<file path="src/rtl/brle_pkg.sv">
// Package for the byte run-length encoder: widths, record layout, queue defaults.
// No dependencies; every other file but brle_fifo refers to it by scoped names.
`default_nettype none
package brle_pkg;

  localparam int unsigned ByteW      = 8;
  localparam int unsigned CountW     = 32;
  localparam int unsigned RecBytes   = 5;
  localparam int unsigned IdxW       = 4;   // byte index within up to two records
  localparam int unsigned QueueDepth = 2;

  localparam logic [CountW-1:0] CountMax = {CountW{1'b1}};

  // Byte positions inside a queued entry (first record, then second record).
  localparam logic [IdxW-1:0] IdxVal0  = 4'd0;
  localparam logic [IdxW-1:0] IdxCnt0a = 4'd1;
  localparam logic [IdxW-1:0] IdxCnt0b = 4'd2;
  localparam logic [IdxW-1:0] IdxCnt0c = 4'd3;
  localparam logic [IdxW-1:0] IdxCnt0d = 4'd4;
  localparam logic [IdxW-1:0] IdxVal1  = 4'd5;
  localparam logic [IdxW-1:0] IdxCnt1a = 4'd6;
  localparam logic [IdxW-1:0] IdxCnt1b = 4'd7;
  localparam logic [IdxW-1:0] IdxCnt1c = 4'd8;
  localparam logic [IdxW-1:0] IdxCnt1d = 4'd9;

  // One or two closed runs produced by a single input item.
  typedef struct packed {
    logic              dbl;   // two records: closed run, then end-of-file run
    logic              eob;   // last record ends the compressed block
    logic [ByteW-1:0]  val0;
    logic [CountW-1:0] cnt0;
    logic [ByteW-1:0]  val1;
    logic [CountW-1:0] cnt1;
  } rec_pair_t;

endpackage
`default_nettype wire

</file>
<file path="src/rtl/brle_intf.sv">
// Valid/ready channel interfaces for the byte run-length encoder.
// Depends on brle_pkg for the payload widths.
`default_nettype none
interface brle_in_if;
  logic                        valid;
  logic                        ready;
  logic [brle_pkg::ByteW-1:0]  data_byte;
  logic                        end_of_file;

  modport source (output valid, data_byte, end_of_file, input ready);
  modport sink   (input valid, data_byte, end_of_file, output ready);
endinterface

interface brle_out_if;
  logic                        valid;
  logic                        ready;
  logic [brle_pkg::ByteW-1:0]  out_byte;
  logic                        last_of_item;
  logic                        end_of_block;

  modport source (output valid, out_byte, last_of_item, end_of_block, input ready);
  modport sink   (input valid, out_byte, last_of_item, end_of_block, output ready);
endinterface
`default_nettype wire

</file>
<file path="src/rtl/brle_front.sv">
// Front end: accepts input items, tracks the open run, queues closed runs.
// Depends on brle_pkg and brle_in_if.
`default_nettype none
module brle_front (
  input  wire logic                clk_i,
  input  wire logic                rst_ni,
  brle_in_if.sink                  in_i,
  input  wire logic                full_i,
  output logic                     push_o,
  output brle_pkg::rec_pair_t      entry_o
);

  logic                              active_q, active_d;
  logic [brle_pkg::ByteW-1:0]        value_q, value_d;
  logic [brle_pkg::CountW-1:0]       length_q, length_d;
  logic                              accept;
  logic                              close;
  logic [brle_pkg::ByteW-1:0]        nv;
  logic [brle_pkg::CountW-1:0]       nl;

  assign in_i.ready = !full_i;
  assign accept     = in_i.valid && !full_i;

  always_comb begin
    close = 1'b0;
    nv    = in_i.data_byte;
    nl    = brle_pkg::CountW'(1);
    if (active_q && in_i.data_byte == value_q && length_q != brle_pkg::CountMax) begin
      nv = value_q;
      nl = length_q + brle_pkg::CountW'(1);
    end else if (active_q) begin
      close = 1'b1;
    end

    entry_o.dbl  = close && in_i.end_of_file;
    entry_o.eob  = in_i.end_of_file;
    entry_o.val0 = close ? value_q  : nv;
    entry_o.cnt0 = close ? length_q : nl;
    entry_o.val1 = nv;
    entry_o.cnt1 = nl;

    push_o = accept && (close || in_i.end_of_file);

    active_d = active_q;
    value_d  = value_q;
    length_d = length_q;
    if (accept) begin
      if (in_i.end_of_file) begin
        active_d = 1'b0;
        value_d  = '0;
        length_d = '0;
      end else begin
        active_d = 1'b1;
        value_d  = nv;
        length_d = nl;
      end
    end
  end

  always_ff @(posedge clk_i or negedge rst_ni) begin
    if (!rst_ni) begin
      active_q <= 1'b0;
      value_q  <= '0;
      length_q <= '0;
    end else begin
      active_q <= active_d;
      value_q  <= value_d;
      length_q <= length_d;
    end
  end

endmodule
`default_nettype wire

</file>
<file path="src/rtl/brle_fifo.sv">
// Small register queue between front and back ends.
// No dependencies beyond its parameters.
`default_nettype none
module brle_fifo #(
  parameter int unsigned Width = 8,
  parameter int unsigned Depth = 2
) (
  input  wire logic             clk_i,
  input  wire logic             rst_ni,
  input  wire logic             push_i,
  input  wire logic [Width-1:0] wdata_i,
  output logic                  full_o,
  input  wire logic             pop_i,
  output logic                  valid_o,
  output logic [Width-1:0]      rdata_o
);

  localparam int unsigned PtrW = (Depth > 1) ? $clog2(Depth) : 1;
  localparam int unsigned CntW = $clog2(Depth + 1);

  logic [Width-1:0] mem_q [Depth];
  logic [PtrW-1:0]  wr_ptr_q, rd_ptr_q;
  logic [CntW-1:0]  cnt_q;
  logic             do_push, do_pop;

  assign full_o  = (cnt_q == CntW'(Depth));
  assign valid_o = (cnt_q != '0);
  assign rdata_o = mem_q[rd_ptr_q];
  assign do_push = push_i && !full_o;
  assign do_pop  = pop_i && valid_o;

  always_ff @(posedge clk_i) begin
    if (do_push) begin
      mem_q[wr_ptr_q] <= wdata_i;
    end
  end

  always_ff @(posedge clk_i or negedge rst_ni) begin
    if (!rst_ni) begin
      wr_ptr_q <= '0;
      rd_ptr_q <= '0;
      cnt_q    <= '0;
    end else begin
      if (do_push) begin
        wr_ptr_q <= (wr_ptr_q == PtrW'(Depth - 1)) ? '0 : wr_ptr_q + PtrW'(1);
      end
      if (do_pop) begin
        rd_ptr_q <= (rd_ptr_q == PtrW'(Depth - 1)) ? '0 : rd_ptr_q + PtrW'(1);
      end
      if (do_push && !do_pop) begin
        cnt_q <= cnt_q + CntW'(1);
      end else if (do_pop && !do_push) begin
        cnt_q <= cnt_q - CntW'(1);
      end
    end
  end

endmodule
`default_nettype wire

</file>
<file path="src/rtl/brle_back.sv">
// Back end: serializes queued records into bytes through an output register.
// Depends on brle_pkg and brle_out_if.
`default_nettype none
module brle_back (
  input  wire logic                 clk_i,
  input  wire logic                 rst_ni,
  input  wire logic                 valid_i,
  input  wire brle_pkg::rec_pair_t  entry_i,
  output logic                      pop_o,
  brle_out_if.source                out_o
);

  brle_pkg::rec_pair_t               cur_q;
  logic                              cur_valid_q, cur_valid_d;
  logic [brle_pkg::IdxW-1:0]         idx_q, idx_d;
  logic                              out_valid_q, out_valid_d;
  logic [brle_pkg::ByteW-1:0]        out_byte_q;
  logic                              out_last_q, out_eob_q;
  logic [brle_pkg::ByteW-1:0]        sel_byte;
  logic [brle_pkg::IdxW-1:0]         last_idx;
  logic                              advance, at_last;

  assign last_idx = cur_q.dbl ? brle_pkg::IdxCnt1d : brle_pkg::IdxCnt0d;
  assign at_last  = (idx_q == last_idx);
  assign advance  = cur_valid_q && (!out_valid_q || out_o.ready);
  assign pop_o    = valid_i && (!cur_valid_q || (advance && at_last));

  always_comb begin
    case (idx_q)
      brle_pkg::IdxVal0:  sel_byte = cur_q.val0;
      brle_pkg::IdxCnt0a: sel_byte = cur_q.cnt0[7:0];
      brle_pkg::IdxCnt0b: sel_byte = cur_q.cnt0[15:8];
      brle_pkg::IdxCnt0c: sel_byte = cur_q.cnt0[23:16];
      brle_pkg::IdxCnt0d: sel_byte = cur_q.cnt0[31:24];
      brle_pkg::IdxVal1:  sel_byte = cur_q.val1;
      brle_pkg::IdxCnt1a: sel_byte = cur_q.cnt1[7:0];
      brle_pkg::IdxCnt1b: sel_byte = cur_q.cnt1[15:8];
      brle_pkg::IdxCnt1c: sel_byte = cur_q.cnt1[23:16];
      brle_pkg::IdxCnt1d: sel_byte = cur_q.cnt1[31:24];
      default:            sel_byte = '0;
    endcase
  end

  always_comb begin
    cur_valid_d = cur_valid_q;
    idx_d       = idx_q;
    if (pop_o) begin
      cur_valid_d = 1'b1;
      idx_d       = '0;
    end else if (advance && at_last) begin
      cur_valid_d = 1'b0;
    end else if (advance) begin
      idx_d = idx_q + brle_pkg::IdxW'(1);
    end

    out_valid_d = out_valid_q;
    if (advance) begin
      out_valid_d = 1'b1;
    end else if (out_o.ready) begin
      out_valid_d = 1'b0;
    end
  end

  always_ff @(posedge clk_i) begin
    if (pop_o) begin
      cur_q <= entry_i;
    end
    if (advance) begin
      out_byte_q <= sel_byte;
      out_last_q <= at_last;
      out_eob_q  <= at_last && cur_q.eob;
    end
  end

  always_ff @(posedge clk_i or negedge rst_ni) begin
    if (!rst_ni) begin
      cur_valid_q <= 1'b0;
      idx_q       <= '0;
      out_valid_q <= 1'b0;
    end else begin
      cur_valid_q <= cur_valid_d;
      idx_q       <= idx_d;
      out_valid_q <= out_valid_d;
    end
  end

  assign out_o.valid        = out_valid_q;
  assign out_o.out_byte     = out_byte_q;
  assign out_o.last_of_item = out_last_q;
  assign out_o.end_of_block = out_eob_q;

endmodule
`default_nettype wire

</file>
<file path="src/rtl/byte_run_length_encoder_top.sv">
// Byte run-length encoder, top level. A closing item's records pass the record
// queue, the back end's current-record register and its output register in turn.
// Throughput: one output byte per cycle while the output is ready; an item that closes
// a run gives 5 output bytes (10 when it also ends the file) on the one-byte output port.
// Input is taken every cycle while the record queue has room.
// Reset (async, active low) discards any open run and empties queue and output.
`default_nettype none
module byte_run_length_encoder_top #(
  parameter int unsigned QueueDepth = brle_pkg::QueueDepth
) (
  input  wire logic   clk_i,
  input  wire logic   rst_ni,
  brle_in_if.sink     in_i,
  brle_out_if.source  out_o
);

  // Front end -> queue: one entry per item that closes at least one run.
  brle_pkg::rec_pair_t  push_entry;
  logic                 push;
  logic                 full;

  // Queue -> back end.
  brle_pkg::rec_pair_t  head_entry;
  logic                 head_valid;
  logic                 pop;

  // Run tracking: extends, closes or flushes the open run per item.
  brle_front u_front (
    .clk_i   (clk_i),
    .rst_ni  (rst_ni),
    .in_i    (in_i),
    .full_i  (full),
    .push_o  (push),
    .entry_o (push_entry)
  );

  // Decouples run tracking from byte serialization.
  brle_fifo #(
    .Width ($bits(brle_pkg::rec_pair_t)),
    .Depth (QueueDepth)
  ) u_fifo (
    .clk_i   (clk_i),
    .rst_ni  (rst_ni),
    .push_i  (push),
    .wdata_i (push_entry),
    .full_o  (full),
    .pop_i   (pop),
    .valid_o (head_valid),
    .rdata_o (head_entry)
  );

  // Emits value byte then count LSB first, per record, with item/block flags.
  brle_back u_back (
    .clk_i   (clk_i),
    .rst_ni  (rst_ni),
    .valid_i (head_valid),
    .entry_i (head_entry),
    .pop_o   (pop),
    .out_o   (out_o)
  );

endmodule
`default_nettype wire
</file>
<file path="src/flat_wrapper.sv">
// flat-port wrapper written by rule: the top's interface ports become plain ports
module byte_run_length_encoder_top_flat 
#(
  parameter int unsigned QueueDepth = brle_pkg::QueueDepth
)
  (clk_i, rst_ni, in_i_valid, in_i_data_byte, in_i_end_of_file, in_i_ready, out_o_valid, out_o_out_byte, out_o_last_of_item, out_o_end_of_block, out_o_ready);
  brle_in_if in_i_i ();
  brle_out_if out_o_i ();
  input  wire logic clk_i;
  input  wire logic rst_ni;
  input wire logic [$bits(in_i_i.valid)-1:0] in_i_valid;
  input wire logic [$bits(in_i_i.data_byte)-1:0] in_i_data_byte;
  input wire logic [$bits(in_i_i.end_of_file)-1:0] in_i_end_of_file;
  output wire logic [$bits(in_i_i.ready)-1:0] in_i_ready;
  output wire logic [$bits(out_o_i.valid)-1:0] out_o_valid;
  output wire logic [$bits(out_o_i.out_byte)-1:0] out_o_out_byte;
  output wire logic [$bits(out_o_i.last_of_item)-1:0] out_o_last_of_item;
  output wire logic [$bits(out_o_i.end_of_block)-1:0] out_o_end_of_block;
  input wire logic [$bits(out_o_i.ready)-1:0] out_o_ready;
  assign in_i_i.valid = in_i_valid;
  assign in_i_i.data_byte = in_i_data_byte;
  assign in_i_i.end_of_file = in_i_end_of_file;
  assign in_i_ready = in_i_i.ready;
  assign out_o_valid = out_o_i.valid;
  assign out_o_out_byte = out_o_i.out_byte;
  assign out_o_last_of_item = out_o_i.last_of_item;
  assign out_o_end_of_block = out_o_i.end_of_block;
  assign out_o_i.ready = out_o_ready;
  byte_run_length_encoder_top #(.QueueDepth(QueueDepth)) u_core (.clk_i(clk_i), .rst_ni(rst_ni), .in_i(in_i_i), .out_o(out_o_i));
endmodule
</file>
<file path="config.mk">
export PLATFORM = sky130hd
export DESIGN_NAME = byte_run_length_encoder_top_flat
export DESIGN_NICKNAME = d
export VERILOG_FILES = /design/src/rtl/brle_pkg.sv /design/src/rtl/brle_intf.sv /design/src/rtl/brle_front.sv /design/src/rtl/brle_fifo.sv /design/src/rtl/brle_back.sv /design/src/rtl/byte_run_length_encoder_top.sv /design/src/flat_wrapper.sv
export SDC_FILE = /design/constraint.sdc
export NUM_CORES = 1
export LEC_CHECK = 0
export BUFFER_PORTS_ARGS = -buffer_cell sky130_fd_sc_hd__buf_2
export CAP_MARGIN = 40
export CORE_ASPECT_RATIO = 1.4
export CORE_UTILIZATION = 45
export CTS_CLUSTER_SIZE = 25
export DETAILED_ROUTE_END_ITERATION = 6
export GPL_ROUTABILITY_DRIVEN = 0
export MAX_ROUTING_LAYER = met4
export SLEW_MARGIN = 20
export SYNTH_ARGS = -nofsm -noshare
export SYNTH_HDL_FRONTEND = slang
export SYNTH_SLANG_ARGS = --single-unit
</file>
<file path="constraint.sdc">
create_clock -name clk_i -period 7.5 [get_ports clk_i]
set_clock_uncertainty 0.05 [all_clocks]
set_input_delay 1.125 -clock clk_i [delete_from_list [all_inputs] [get_ports clk_i]]
set_output_delay 1.125 -clock clk_i [all_outputs]
set_load 0.01 [all_outputs]
</file>
# [After elaboration in Yosys (flattened, before gate mapping)]
# Memories as Yosys holds them, arrays and structs flattened. A register that Yosys moved wholly into a read port is not among the register bits.
# Index checks and enable logic that the tools add are counted.
[op_classes] mux=24 shifts=0 n_addsub=6 n_lt_le_gt_ge=0 n_reduce_logical=28 n_eq_ne=14 div_mod_pow=0 bitwise=0 multipliers=0
[op_table] op="32-bit 2-to-1 mux" count=3
[op_table] op="8-bit case mux with 10 select lines" count=1
[op_table] op="32-bit by 1-bit adder with 32-bit output, second input constant" count=1
[op_table] op="32-bit != test, second input constant" count=1
[op_table] op="8-bit 2-to-1 mux" count=3
[op_table] op="4-bit by 3-bit equality test with 1-bit output, second input constant" count=4
[op_table] op="4-bit 2-to-1 mux" count=4
[op_table] op="1-bit logical AND" count=13
[op_table] op="1-bit 2-to-1 mux" count=11
[op_table] op="2-bit nonzero test" count=5
[op_table] op="4-bit by 2-bit equality test with 1-bit output, second input constant" count=2
[op_table] op="4-bit equality test, second input constant" count=2
[op_table] op="8-bit equality test" count=1
[op_table] op="1-bit zero test" count=5
[op_table] op="4-bit by 1-bit adder with 4-bit output, second input constant" count=1
[op_table] op="4-bit by 1-bit equality test with 1-bit output, second input constant" count=1
[op_table] op="4-bit equality test" count=1
[op_table] op="4-bit zero test" count=1
[op_table] op="2-bit 2-to-1 mux" count=2
[op_table] op="1-bit logical OR" count=3
[op_table] op="1-bit adder, second input constant" count=2
[op_table] op="2-bit by 1-bit adder with 2-bit output, second input constant" count=1
[op_table] op="2-bit equality test, second input constant" count=1
[op_table] op="2-bit by 1-bit != test with 1-bit output, second input constant" count=1
[op_table] op="other kinds (2)" count=2
[totals] out_inout_bits=12 input_bits=13 latchBits=0 mem_count=1 elab_cells=85 ram_bits=164 romBits=0 ff_bits=61
[memory_table] name="u_core.u_fifo.mem_q" depth=2 word_bits=82 read_ports=1 rd_clocked_by_memory_dff=1 wr=1 line="brle_fifo.sv:21" text="logic [Width-1:0] mem_q [Depth];"

# [Longest topological paths before layout]
[logic_depth] depth_word=11 mapped_depth=11 ltp_nobuf=10

# [By module]
# Synthesis repeated with hierarchy kept, for this count alone.
[hier_totals] cells_unflattened=951 hier_area_um2=13754.4
[modules_own_cells] mod="brle_fifo" cells_each=274 instances=1 seq_area_each_um2=5024.8 area_each_um2=6465.0
[modules_own_cells] mod="brle_back" cells_each=234 instances=1 seq_area_each_um2=2912.8 area_each_um2=3832.4
[modules_own_cells] mod="brle_front" cells_each=443 instances=1 seq_area_each_um2=1026.0 area_each_um2=3457.1

# [Least setup slack after synthesis]
# No wires, ideal clock.
[synth_path] kind="flip-flop to flip-flop" start="register u_core.u_back.idx_q[0] in the netlist's numbering" end="register u_core.u_fifo.cnt_q[1]" n_path_buf=0 period_less_slack_ns=6.627 path_stages_with_launch=10 required_ns=7.371 slack_ns=0.873 setup_time_ns=0.079 t_arrival_ns=6.498 cell_sequence="dfrtp_1 or4b_2 a21oi_2 nand2_1 a21oi_1 inv_1 ha_1 xor2_1 nor2_1 xor2_1"
[synth_via] elab_chain_len=8 word_cells_on_any_way=10 classes_between="1 x eq/ne; 1 x mux; 8 x reduce/logical"
[synth_lines] item="from (decl)" line="brle_back.sv:15" text="logic [brle_pkg::IdxW-1:0] idx_q, idx_d;"
[synth_lines] item="from (signal assigned)" line="brle_back.sv:82" text="idx_q <= idx_d;"
[synth_lines] item="4-bit equality test (*)" line="brle_back.sv:24" text="assign at_last = (idx_q == last_idx);"
[synth_lines] item="via u_core.u_back.at_last" line="brle_back.sv:21" text="logic advance, at_last;"
[synth_lines] item="1-bit logical AND (*)" line="brle_back.sv:26" text="assign pop_o = valid_i && (!cur_valid_q || (advance && at_last));"
[synth_lines] item="1-bit logical OR (*)" line="brle_back.sv:26"
[synth_lines] item="1-bit logical AND (*)" line="brle_back.sv:26"
[synth_lines] item="via u_core.pop" line="byte_run_length_encoder_top.sv:25" text="logic pop;"
[synth_lines] item="1-bit logical AND (*)" line="brle_fifo.sv:30" text="assign do_pop = pop_i && valid_o;"
[synth_lines] item="1-bit zero test" line="brle_fifo.sv:50" text="if (do_push && !do_pop) begin"
[synth_lines] item="1-bit logical AND" line="brle_fifo.sv:50"
[synth_lines] item="2-bit 2-to-1 mux / 2-bit nonzero test (equally long branches)"
[synth_lines] item="to (signal assigned)" line="brle_fifo.sv:51" text="cnt_q <= cnt_q + CntW'(1);"
[synth_lines] item="to (signal assigned)" line="brle_fifo.sv:53" text="cnt_q <= cnt_q - CntW'(1);"
[synth_lines] item="to (decl)" line="brle_fifo.sv:23" text="logic [CntW-1:0] cnt_q;"
# The timed path passes the listed nets; every way through them passes the cells marked *.
# A chain may end at the register's enable or synchronous reset.

# [Worst setup path after layout]
[layout_path] start="register u_core.u_front.length_q[1] in the netlist's numbering" end="memory u_core.u_fifo.mem_q[1][40] in the netlist's numbering (enable)"
[layout_via] elab_chain_len=8
[layout_lines] item="from (decl)" line="brle_front.sv:15" text="logic [brle_pkg::CountW-1:0] length_q, length_d;"
[layout_lines] item="from (signal assigned)" line="brle_front.sv:68" text="length_q <= length_d;"
[layout_lines] item="32-bit != test" line="brle_front.sv:28" text="if (active_q && in_i.data_byte == value_q && length_q != brle_pkg::CountMax) begin"
[layout_lines] item="1-bit logical AND" line="brle_front.sv:28"
[layout_lines] item="1-bit 2-to-1 mux" line="brle_front.sv:28"
[layout_lines] item="1-bit logical OR" line="brle_front.sv:42" text="push_o = accept && (close || in_i.end_of_file);"
[layout_lines] item="1-bit logical AND" line="brle_front.sv:42"
[layout_lines] item="1-bit logical AND" line="brle_fifo.sv:29" text="assign do_push = push_i && !full_o;"
[layout_lines] item="1-bit 2-to-1 mux" line="brle_fifo.sv:33" text="if (do_push) begin"
[layout_lines] item="1-bit 2-to-1 mux (not written as such)" line="brle_fifo.sv:34" text="mem_q[wr_ptr_q] <= wdata_i;"
[layout_lines] item="to (decl)" line="brle_fifo.sv:21"
# No other way between the ends.

==> key figures <==
Timing
  • Final setup viols: 0
  • Final Hold Fails: 0
  • FMAX: approximately 260 MHz
  • Worst-Margin Slew: 0.805 ns
  • Setup TNS: 0 ns
  • Relative slew slack: a little under half
  • Final slew viol count: 0
  • RSZ-0062 raised after global routing: no
  • Tcrit/Tclk final: between 50 and 60%
  • Final hold slack: around 0.46 ns
  • Fin crit period: around 4 ns

Critical path
  • Critical Path Source Type: register
  • CP Class: register to register
  • WP data arrival: 4.07 ns
  • Largest stage delay, worst path: between 0.6 and 0.7 ns
  • Max stage delay cell, worst path: nor2_4
  • Most Frequent Cell on Critical Path: buf_4
  • CP max FO: 53
  • Setup crit end kind: register
  • Critical path cell sequence: ha_1 > nand3_1 > nor4_4 > buf_4 > a2111o_1 > buf_4 > a21oi_1 > nor2_4 > buf_4 > buf_16
  • CP required: approximately 7.7 ns

Place
  • IO Port Bufs: 24
  • Placed cells: roughly 1300
  • Post-DP HPWL: between 20 and 25 mm

Min path
  • Worst min path class: register to register

Finish
  • Final Non-Filler Cells: 1343
  • Final Core Density: around half
  • Fill cell count: between 2000 and 2500
  • Area delta synth->final: 11.8%
  • # diodes: 0
  • Layout cell share with drive strength beyond 1: between 20% and 30%
  • Commonest non-fill, non-tap cell in the layout: edfxtp_1
  • Nets: 959
  • Most frequent cells in the layout: edfxtp_1, mux2_2, nand2_1

Power
  • Pwr dens: around 360 mW/mm²
  • Max VDD drop: 0.000167 V
  • P_leak: 5.18 nW

Clock network
  • CTS tree: yes
  • Clock transition at path regs: around 0.070 ns
  • Hold_buf cts: 0
  • CTS resizes: 0
  • Clk sinks: between 300 and 400
  • Max clock buf depth: 3
  • Clock Latency Late Sink: approximately 0.55 ns
  • Number of buffers created by CTS: 29
  • Postcts setup bufs: 0
  • Number of H-tree levels: 1
  • Clk root buf: clkbuf_16

Drt
  • Vias/cell: 5.81
  • Post-Route WL: a little over 30 mm
  • Drt wl/cell: 22.9 µm
  • Post-route ant nets: 0
  • Initial drt markers: slightly above 700
  • Drt drc: 0
  • 1st-pass router iterations: 7
  • Vias: slightly below 8000

Synthesis
  • Mapped Area: 0.0133 mm²
  • Synth top area cells: edfxtp_1, dfrtp_1, mux2_2
  • Sequential fraction of the synthesis area: between 60 and 70%
  • Synth area leader: edfxtp_1
  • Ys async rst share: ~17%
  • Post-synthesis cell type count: 66
  • Synth top area share: 57.6%
  • Post-synth EDFFs: 256
  • YS warnings: 0
  • Syn Nets: 957
  • Top FF cell, synth: edfxtp_1
  • Post-synthesis sequential element count: 307
  • Syn_area_per_cell: ~14 µm²
  • Cells after Synth: between 900 and 1000

Floorplanning
  • Initial Util: between 40% and 50%
  • Horiz. Die Dim: between 100 and 150 µm
  • IO Pins: 25
  • Core area: 0.0292 mm²
  • DIE AREA: ~0.030 mm²
  • Die Y: 206 µm
  • Row count: 74

Outcome
  • Outcome: completed

GRT
  • Largest net degree at the start of global routing: 60
  • First-pass GRT wire length: 46.7 mm
  • Gr ovfl total: 0
  • Total Routing Usage GR: 21.2%
  • Initial antenna violation count: 0
  • Vias in the first global route: a little under 8000

Run
  • Max cap viols: 0
==> critical path, delay by kind of cell (launching register included) <==
kind | cells | cell delay, ns
buffers and inverters | 4 | 1.26
DFF | 1 | 0.44
adders and majority gates | 1 | 0.28
AOI/OAI and AO/OA | 2 | 0.37
and+or+nand+nor | 3 | 1.10
==> registers in the layout (all words and copies together), names as in the netlist <==
register                          cells
u_core.u_back.idx_q                   4
u_core.u_back.out_o.last_of_item      1
u_core.u_back.out_o.out_byte          8
u_core.u_back.cur_valid_q             1
u_core.u_back.cur_q                  82
u_core.u_front.length_q              32
u_core.u_fifo.wr_ptr_q                1
u_core.u_fifo.mem_q                 164
u_core.u_back.out_o.valid             1
u_core.u_fifo.cnt_q                   2
u_core.u_front.value_q                8
u_core.u_back.out_o.end_of_block      1
u_core.u_fifo.rd_ptr_q                1
u_core.u_front.active_q               1
==> report_power, final <==
| group | leakage, nW | switching [W] | internal [W] |
|---|---|---|---|
| clock network | 0.479 | 0.000629 | 0.000883 |
| registers | 3.10 | 0.000149 | 0.00233 |
| logic | 1.59 | 0.000784 | 0.000524 |
==> layout make-up <==
class | count | area, µm² | share of cell area (%)
clock buffers | 36 | 782 | 5.24
multi-input cells | 539 | 4010 | 26.9
flip-flops and latches | 307 | 8970 | 60.1
repair buffers | 47 | 407 | 2.73
well taps | 380 | 475 | 3.19
clock inverters | 18 | 213 | 1.43
inverters | 16 | 60.1 | 0.403
==> cell families after synthesis <==
family,count (synthesis),synth area share (%)
xor gates and xnor gates,42,2.76
buffers and inverters,92,2.93
muxes,96,8.08
DFF,307,67.2
AOI/OAI and AO/OA,159,9.24
and+or+nand+nor,236,9.21
adders and majority gates,6,0.563
==> layer usage <==
metal	up-vias	share of wire [%]	track usage, %	wire length, µm
li1	3607	-	-	-
met1	3899	41	26.6	12700
met2	249	51	36.4	15800
met3	48	4.5	2.04	1390
met4	0	2.7	6.59	839
met5	-	0	-	0
==> stage by stage <==
step                      setup WS (ns)  area (µm²)  power [W]
after floorplan                   0.873       13300    0.00337
after global placement             2.74       13700    0.00376
after detailed placement           3.13       13900    0.00382
after CTS                          3.39       14900    0.00534
after global routing               3.33       14900    0.00552
final                              3.59       14900    0.00530
==> synth_stat cells (all sizes together), types with 5 or more instances <==
| cell | instances |
|---|---|
| nand4 | 18 |
| a22oi | 8 |
| and4 | 6 |
| nor4 | 8 |
| o41ai | 7 |
| nand2 | 70 |
| nor2 | 62 |
| a21oi | 11 |
| a222oi | 9 |
| a41o | 7 |
| clkbuf | 47 |
| inv | 15 |
| o211ai | 8 |
| o22ai | 14 |
| ha | 6 |
| a31oi | 5 |
| edfxtp | 256 |
| a21o | 5 |
| dfrtp | 51 |
| mux2 | 93 |
| nor3 | 10 |
| xor2 | 18 |
| or4b | 6 |
| and3 | 10 |
| xnor2 | 24 |
| a22o | 17 |
| o2bb2ai | 24 |
| nand3 | 22 |
| o21ai | 18 |
| a221oi | 7 |
| a41oi | 6 |
| buf | 29 |
==> final timing paths <==
| check | startpoint | endpoint | slack, ns | cells past startpoint |
|---|---|---|---|---|
| worst min-delay path | u_core.u_fifo.cnt_q[1]$_DFFE_PN0P_ | u_core.u_fifo.cnt_q[1]$_DFFE_PN0P_ | 0.46 | 1 |
| worst max-delay path | u_core.u_front.length_q[1]$_DFFE_PN0P_ | u_core.u_fifo.mem_q[1][40]$_DFFE_PP_ | 3.59 | 10 |
| worst max register to register | u_core.u_front.length_q[1]$_DFFE_PN0P_ | u_core.u_fifo.mem_q[1][40]$_DFFE_PP_ | 3.59 | 10 |
| min in group asynchronous | rst_ni | u_core.u_back.idx_q[3]$_DFFE_PN0P_ | 0.49 | 2 |
| worst min register to register | u_core.u_fifo.cnt_q[1]$_DFFE_PN0P_ | u_core.u_fifo.cnt_q[1]$_DFFE_PN0P_ | 0.46 | 1 |
| max in group asynchronous | rst_ni | u_core.u_front.value_q[4]$_DFFE_PN0P_ | 6.37 | 3 |
(Power assumes the default switching activity.)
